**src/hw/rtl/sir_pkg.sv**
```systemverilog
package sir_pkg;

   // Frame geometry and filter limits
   localparam int MAX_WIDTH   = 256;
   localparam int MAX_HEIGHT  = 256;
   localparam int MAX_TAPS    = 17;
   localparam int CHANNELS    = 3;
   localparam int X_W         = $clog2(MAX_WIDTH);
   localparam int Y_W         = $clog2(MAX_HEIGHT);
   localparam int STORE_DEPTH = MAX_WIDTH * MAX_HEIGHT * CHANNELS;
   localparam int ADDR_W      = $clog2(STORE_DEPTH);
   localparam int TAP_W       = $clog2(MAX_TAPS + 1);
   localparam int TIDX_W      = $clog2(MAX_TAPS);
   localparam int PIX_W       = 16;

   // Shared divider widths
   localparam int DIVD_W = 48;
   localparam int DIVS_W = 21;

   // Divider operand selection
   localparam logic [1:0] DIV_SRC = 2'd0;
   localparam logic [1:0] DIV_KSZ = 2'd1;
   localparam logic [1:0] DIV_ROW = 2'd2;
   localparam logic [1:0] DIV_COL = 2'd3;

   // Weight unit steps
   localparam logic [2:0] WS_DIST  = 3'd0;
   localparam logic [2:0] WS_SCALE = 3'd1;
   localparam logic [2:0] WS_SQ    = 3'd2;
   localparam logic [2:0] WS_CUBE  = 3'd3;
   localparam logic [2:0] WS_STORE = 3'd4;

   typedef struct packed {
      logic              write;
      logic              capture;
      logic              out_load;
      logic              out_zero;
      logic              div_start;
      logic              div_take;
      logic [1:0]        div_sel;
      logic              axis;
      logic              begin_load;
      logic              w_en;
      logic [2:0]        wstep;
      logic              rd_issue;
      logic              col_mac;
      logic [TAP_W-1:0]  tap;
      logic [TAP_W-1:0]  row;
   } sir_cmd_type;

   typedef struct packed {
      logic              ch_bad;
      logic              div_done;
      logic [TAP_W-1:0]  taps_x;
      logic [TAP_W-1:0]  taps_y;
   } sir_status_type;

endpackage

```
**src/hw/rtl/sir_ctrl.sv**
```systemverilog
module sir_ctrl import sir_pkg::*; (
   input  logic           clock,
   input  logic           reset,
   input  logic           start,
   input  logic           kind,
   output logic           busy,
   input  sir_status_type st,
   output sir_cmd_type    cmd
);

   localparam logic [4:0] S_IDLE  = 5'd0;
   localparam logic [4:0] S_CHK   = 5'd1;
   localparam logic [4:0] S_SRC   = 5'd2;
   localparam logic [4:0] S_SRCW  = 5'd3;
   localparam logic [4:0] S_KSZ   = 5'd4;
   localparam logic [4:0] S_KSZW  = 5'd5;
   localparam logic [4:0] S_BEG   = 5'd6;
   localparam logic [4:0] S_W0    = 5'd7;
   localparam logic [4:0] S_W1    = 5'd8;
   localparam logic [4:0] S_W2    = 5'd9;
   localparam logic [4:0] S_W3    = 5'd10;
   localparam logic [4:0] S_W4    = 5'd11;
   localparam logic [4:0] S_RRD   = 5'd12;
   localparam logic [4:0] S_RDR1  = 5'd13;
   localparam logic [4:0] S_RDR2  = 5'd14;
   localparam logic [4:0] S_RDIV  = 5'd15;
   localparam logic [4:0] S_RDIVW = 5'd16;
   localparam logic [4:0] S_CMAC  = 5'd17;
   localparam logic [4:0] S_CDR   = 5'd18;
   localparam logic [4:0] S_CDIV  = 5'd19;
   localparam logic [4:0] S_CDIVW = 5'd20;

   logic [4:0]       state_ff, state_in;
   logic [TAP_W-1:0] k_ff, k_in;
   logic [TAP_W-1:0] j_ff, j_in;
   logic             axis_ff, axis_in;
   logic [TAP_W-1:0] taps_axis;

   assign taps_axis = axis_ff ? st.taps_y : st.taps_x;
   assign busy      = (state_ff != S_IDLE);

   always_comb begin
      state_in    = state_ff;
      k_in        = k_ff;
      j_in        = j_ff;
      axis_in     = axis_ff;
      cmd         = '0;
      cmd.axis    = axis_ff;
      cmd.tap     = k_ff;
      cmd.row     = j_ff;
      unique case (state_ff)
         S_IDLE: begin
            if (start) begin
               cmd.write   = !kind;
               cmd.capture = kind;
               if (kind) begin
                  state_in = S_CHK;
               end
            end
         end
         S_CHK: begin
            axis_in = 1'b0;
            if (st.ch_bad) begin
               cmd.out_load = 1'b1;
               cmd.out_zero = 1'b1;
               state_in     = S_IDLE;
            end else begin
               state_in = S_SRC;
            end
         end
         S_SRC: begin
            cmd.div_start = 1'b1;
            cmd.div_sel   = DIV_SRC;
            state_in      = S_SRCW;
         end
         S_SRCW: begin
            cmd.div_sel = DIV_SRC;
            if (st.div_done) begin
               cmd.div_take = 1'b1;
               state_in     = S_KSZ;
            end
         end
         S_KSZ: begin
            cmd.div_start = 1'b1;
            cmd.div_sel   = DIV_KSZ;
            state_in      = S_KSZW;
         end
         S_KSZW: begin
            cmd.div_sel = DIV_KSZ;
            if (st.div_done) begin
               cmd.div_take = 1'b1;
               state_in     = S_BEG;
            end
         end
         S_BEG: begin
            cmd.begin_load = 1'b1;
            k_in           = '0;
            state_in       = S_W0;
         end
         S_W0: begin
            cmd.w_en  = 1'b1;
            cmd.wstep = WS_DIST;
            state_in  = S_W1;
         end
         S_W1: begin
            cmd.w_en  = 1'b1;
            cmd.wstep = WS_SCALE;
            state_in  = S_W2;
         end
         S_W2: begin
            cmd.w_en  = 1'b1;
            cmd.wstep = WS_SQ;
            state_in  = S_W3;
         end
         S_W3: begin
            cmd.w_en  = 1'b1;
            cmd.wstep = WS_CUBE;
            state_in  = S_W4;
         end
         S_W4: begin
            cmd.w_en  = 1'b1;
            cmd.wstep = WS_STORE;
            if (k_ff + 1'b1 == taps_axis) begin
               k_in = '0;
               if (!axis_ff) begin
                  axis_in  = 1'b1;
                  state_in = S_SRC;
               end else begin
                  j_in     = '0;
                  state_in = S_RRD;
               end
            end else begin
               k_in     = k_ff + 1'b1;
               state_in = S_W0;
            end
         end
         // Issue one store read per tap of the current row
         S_RRD: begin
            cmd.rd_issue = 1'b1;
            if (k_ff + 1'b1 == st.taps_x) begin
               k_in     = '0;
               state_in = S_RDR1;
            end else begin
               k_in = k_ff + 1'b1;
            end
         end
         S_RDR1: state_in = S_RDR2;
         S_RDR2: state_in = S_RDIV;
         S_RDIV: begin
            cmd.div_start = 1'b1;
            cmd.div_sel   = DIV_ROW;
            state_in      = S_RDIVW;
         end
         S_RDIVW: begin
            cmd.div_sel = DIV_ROW;
            if (st.div_done) begin
               cmd.div_take = 1'b1;
               if (j_ff + 1'b1 == st.taps_y) begin
                  j_in     = '0;
                  state_in = S_CMAC;
               end else begin
                  j_in     = j_ff + 1'b1;
                  state_in = S_RRD;
               end
            end
         end
         // Column pass over the row partials
         S_CMAC: begin
            cmd.col_mac = 1'b1;
            if (j_ff + 1'b1 == st.taps_y) begin
               j_in     = '0;
               state_in = S_CDR;
            end else begin
               j_in = j_ff + 1'b1;
            end
         end
         S_CDR: state_in = S_CDIV;
         S_CDIV: begin
            cmd.div_start = 1'b1;
            cmd.div_sel   = DIV_COL;
            state_in      = S_CDIVW;
         end
         S_CDIVW: begin
            cmd.div_sel = DIV_COL;
            if (st.div_done) begin
               cmd.div_take = 1'b1;
               cmd.out_load = 1'b1;
               state_in     = S_IDLE;
            end
         end
         default: state_in = S_IDLE;
      endcase
   end

   always_ff @(posedge clock) begin
      if (reset) begin
         state_ff <= S_IDLE;
         k_ff     <= '0;
         j_ff     <= '0;
         axis_ff  <= 1'b0;
      end else begin
         state_ff <= state_in;
         k_ff     <= k_in;
         j_ff     <= j_in;
         axis_ff  <= axis_in;
      end
   end

endmodule
```
**config.mk**
```make
export PLATFORM = sky130hd
export DESIGN_NAME = sir_ctrl
export DESIGN_NICKNAME = d
export VERILOG_FILES = /design/src/hw/rtl/sir_pkg.sv /design/src/hw/rtl/sir_ctrl.sv
export SDC_FILE = /design/constraint.sdc
export NUM_CORES = 1
export LEC_CHECK = 0
export BUFFER_PORTS_ARGS = -buffer_cell sky130_fd_sc_hd__buf_2
export CELL_PAD_IN_SITES_DETAIL_PLACEMENT = 1
export CELL_PAD_IN_SITES_GLOBAL_PLACEMENT = 2
export CORE_AREA = 2 2 76 78
export DETAILED_ROUTE_END_ITERATION = 6
export DIE_AREA = 0 0 78 80
export HOLD_SLACK_MARGIN = 0.15
export PLACE_DENSITY_LB_ADDON = 0.1
export SETUP_SLACK_MARGIN = 0.15
export SYNTH_ARGS = -nofsm -noshare
export SYNTH_HDL_FRONTEND = slang
export SYNTH_SLANG_ARGS = --single-unit
export TNS_END_PERCENT = 5
```
**constraint.sdc**
```tcl
create_clock -name clock -period 6.1 [get_ports clock]
set_input_delay 1.22 -clock clock [delete_from_list [all_inputs] [get_ports clock]]
set_output_delay 1.22 -clock clock [all_outputs]
set_load 0.01 [all_outputs]
```
# Word level (Yosys, flattened, before mapping)
# Index checks and enable logic that the tools add are counted.
[word_totals] reg_bits=16 out_inout_bits=27
[op_classes] add_sub_neg=2 eq_ne=33 mux=37 n_reduce_logical=14
[ops] operator="$pmux W5 S21" n=1
[ops] operator="$mux W5" n=17
[ops] operator="$eq A5 B4 Y1 const B" n=8
[ops] operator="$pmux W5 S3" n=2
[ops] operator="$eq A5 B5 Y1 const B" n=5
[ops] operator="$eq A5 B3 Y1 const B" n=4
[ops] operator="$ne A2 B2 Y1 const B" n=10
[ops] operator="$pmux W4 S5" n=1
[ops] operator="$eq A5 B5 Y1" n=3
[ops] operator="$add A5 B1 Y5 const B" n=2
[ops] operator="$eq A5 B2 Y1 const B" n=2
[ops] operator="$mux W1" n=8
[ops] operator="$mux W2" n=4
[ops] operator="$reduce_and A8 Y1" n=1
[ops] operator="$reduce_or A4 Y1" n=2
[ops] operator="$pmux W2 S3" n=1
[ops] operator="$reduce_bool A3 Y1" n=2
[ops] operator="$reduce_or A2 Y1" n=3
[ops] operator="$eq A5 B1 Y1 const B" n=1
[ops] operator="$logic_not A5 Y1" n=1
[ops] operator="$reduce_bool A5 Y1" n=1
[ops] operator="$mux W4" n=1
[ops] operator="$pmux W1 S2" n=2
[ops] operator="$reduce_and A4 Y1" n=1
[ops] operator="other kinds (3)" n=3

# Logic depth before layout (Yosys ltp)
[depth] word_depth=5 depth_mapped=7 ltp_nobuf=7

# Least setup slack after synthesis
# OpenSTA, ideal clock, no wires.
[synth_timing] path_kind="in2out" from="input port st[11] (netlist bit)" to="output port cmd[23] (netlist bit)" arrival_ns=1.629 path_slack_ns=3.251 stages=2 n_path_buf=0 cell_sequence="and3_1 -> a31o_2"
[synth_rtl] element="start, declared" line_no="sir_ctrl.sv:7" rtl="input sir_status_type st,"
[synth_rtl] element="end, declared" line_no="sir_ctrl.sv:8" rtl="output sir_cmd_type cmd"

==> flow_summary_export.csv <==
group,metric,value,unit
global_route,overflow,0,
setup_path,critPathTopFamily,"simple AND/OR/NAND/NOR gates",
setup_path,setup.worst_path.start,"state_ff[4]",
synth,yosys.area.top_type,"dfxtp_1",
synth,synth_area_leaders,"dfxtp_1, nand2_1, xnor2_1",
setup_path,crit_arrival,2.07,ns
die,io_pins,43,
setup_path,cp_max_fo,19,
die,dieArea,6240,um2
final_layout,nets,279,
synth,async_reset_ff_frac,0,
setup_path,required,4.88,ns
drt,drt_iter0_drc,48,
cts,hold_buffers,0,
drt,via_count,1785,
global_route,first_global_vias,1691,
setup_path,worstRegToRegCells,5,
drt,wire_per_inst,15.8,um
timing,fin_tns_setup,0,ns
die,die_width,78,um
final_layout,layout_common_cells,"buf_2, nand2_1, nor2_1, a21oi_1, dfxtp_1",
power_and_ir_drop,p_per_area,183,nW/um2
final_layout,layout-drive-gt1-share,0.231,
timing,slew_headroom,0.422,
die,initial_core_util,0.312,
setup_path,r2r-start,"state_ff[0]",
place,gp_congestion,0.779,
cts,cts-resized-gates,0,
setup_path,cp-endpoint,"cmd[24]",
synth,syn_inst,228,
setup_path,crit_chain,"or2_2, nor4_1, and3_1, buf_2",
timing,drv_slew,0,
final_layout,diodes,0,
global_route,antenna_found_initial,0,
place,hpwl,4130,um
cts,root_buffer,"clkbuf_8",
synth,synth_top_area_frac,0.190,
setup_path,regToRegEndpoint,"k_ff[1]",
setup_path,regToRegSetupSlack,3.61,ns
timing,grt_setup_unrepaired,"no",
worst_hold_path,hold_path_class,"reg -> reg",
setup_path,crit_cells,4,
timing,finalCriticalPeriod,3.29,ns
setup_path,slowest_delay,0.54,ns
drt,drt_wl_total,5250,um
timing,period_share,0.539,
status,status,"finished clean",
cts,clkTransAtPathRegs,0.07,ns
global_route,grt_first_pass_wirelength,8550,um
synth,synth_edf_count,0,
setup_path,cp_slowest_cell,"nor4_1",
timing,skew,0.00582,ns
synth,synth_nets,246,
final_layout,layout_commonest_cell,"buf_2",
setup_path,critPathBufInv,1,
synth,yosysSeqAreaShare,0.190,
synth,synth-main-ff-cell,"dfxtp_1",
drt,drc,0,
drt,drt_pre_antenna_iters,4,
synth,syn_area,1690,um2
timing,worst_pin_slew,0.866,ns
synth,synth_cell_types,59,
power_and_ir_drop,ir_worst_vdd,0.0857,mV
drt,routed_via_density,5.38,
place,place_inst,328,
global_route,grt_max_degree,27,
synth,ys_warn_count,0,
setup_path,crit_type,"reg -> out",
timing,setup_viol,0,
final_layout,area_growth,17.3,%
die,chipHeight,80,um
synth,synth_seq_cells,16,
timing,hold_viol_final,0,
job,drv_cap,0,
cts,cts_made_buffers,3,
global_route,track_usage,0.171,
die,row_count,27,
cts,htree_num_levels,1,
synth,synth.avg_cell_area,7.39,um2
cts,cts_setup_buffers,0,
power_and_ir_drop,p_leak,0.811,nW
drt,ant_nets,0,
cts,cts_tree,"done",
cts,clock-sinks,16,
place,io_buffers,42,
cts,worstSkewPairLatency,0.26,ns
cts,cts_max_path_buffers,2,
setup_path,start_kind,"flip-flop",
final_layout,fin_cells,332,
timing,fmax,304,MHz
die,core,5410,um2
setup_path,end_kind,"primary output",
[worst min-delay path, cell delays in order (launching register included)]
cell and delay [ns]:
dfxtp_1 0.34, nand2_1 0.06, mux2i_1 0.06
[cell usage after synthesis (all sizes together), types with 4 or more instances]
cell type  instances
xnor2             11
mux2i              5
buf                5
nand2b             4
nor2b              8
dfxtp             16
nor3               4
clkbuf             9
o21ai             13
nand4              4
inv                9
a22oi              5
xor2               7
nand3             12
o211ai             5
a21oi             17
and2               5
nand2             24
nor2              17
[worst min-delay path by stage]
stage               startpoint  endpoint  slack [ns]  cells after the start
floorplan              j_ff[1]   j_ff[1]        0.51                      2
global placement       j_ff[1]   j_ff[1]        0.49                      2
detailed placement     j_ff[1]   j_ff[1]        0.50                      2
CTS                    j_ff[1]   j_ff[1]        0.51                      2
global route           j_ff[1]   j_ff[1]        0.54                      2
finish                 j_ff[1]   j_ff[1]        0.50                      2
[power by group]
part	switching (mW)	total, mW	internal, mW
registers	0.0298	0.139	0.110
logic	0.0692	0.124	0.0548
clock network	0.0403	0.0977	0.0574
[cell type report]
class                      count  area [um2]
clock buffer                   4        55.1
multi-input combinational    189        1270
tap                           72        90.1
inverter                       9        33.8
fill                         711        3430
timing repair buffer          42         210
sequential                    16         320
[per-layer routing]
layer  up-vias  global-route usage  part of all wire
met1       850               0.236              0.49
li1        895                   -                 -
met4         0              0.0474             0.014
met2        34               0.283              0.46
met3         6              0.0192             0.035
met5         -                   0                 0
[cell families (layout without fill, tap and decap cells)]
kind of cell	count (synthesis)	in the layout	share of synthesized area
adder cells (fa/ha/maj)	2	2	0.0148
AND/OR/NAND/NOR	94	94	0.296
flip-flops	16	16	0.190
XOR/XNOR	19	19	0.111
AO/OA/AOI/OAI	68	68	0.293
buffers and inverters	23	55	0.0579
multiplexers	6	6	0.0364
[per-stage QoR]
step / power, mW / util / setup WS, ns / instance area, um2 / hold WS, ns
detailed placement: 0.268 / 0.356 / 3.04 / 1920 / 0.497
global route: 0.391 / 0.366 / 2.47 / 1980 / 0.536
global placement: 0.267 / 0.356 / 3.05 / 1920 / 0.487
finish: 0.361 / 0.366 / 2.81 / 1980 / 0.503
CTS: 0.367 / 0.366 / 2.76 / 1980 / 0.513
floorplan: 0.225 / - / 3.25 / 1690 / 0.507
[sequential cells by signal, indices dropped and copies added (netlist names)]
name,cells
j_ff,5
axis_ff,1
state_ff,5
k_ff,5
(Power assumes the default switching activity.)
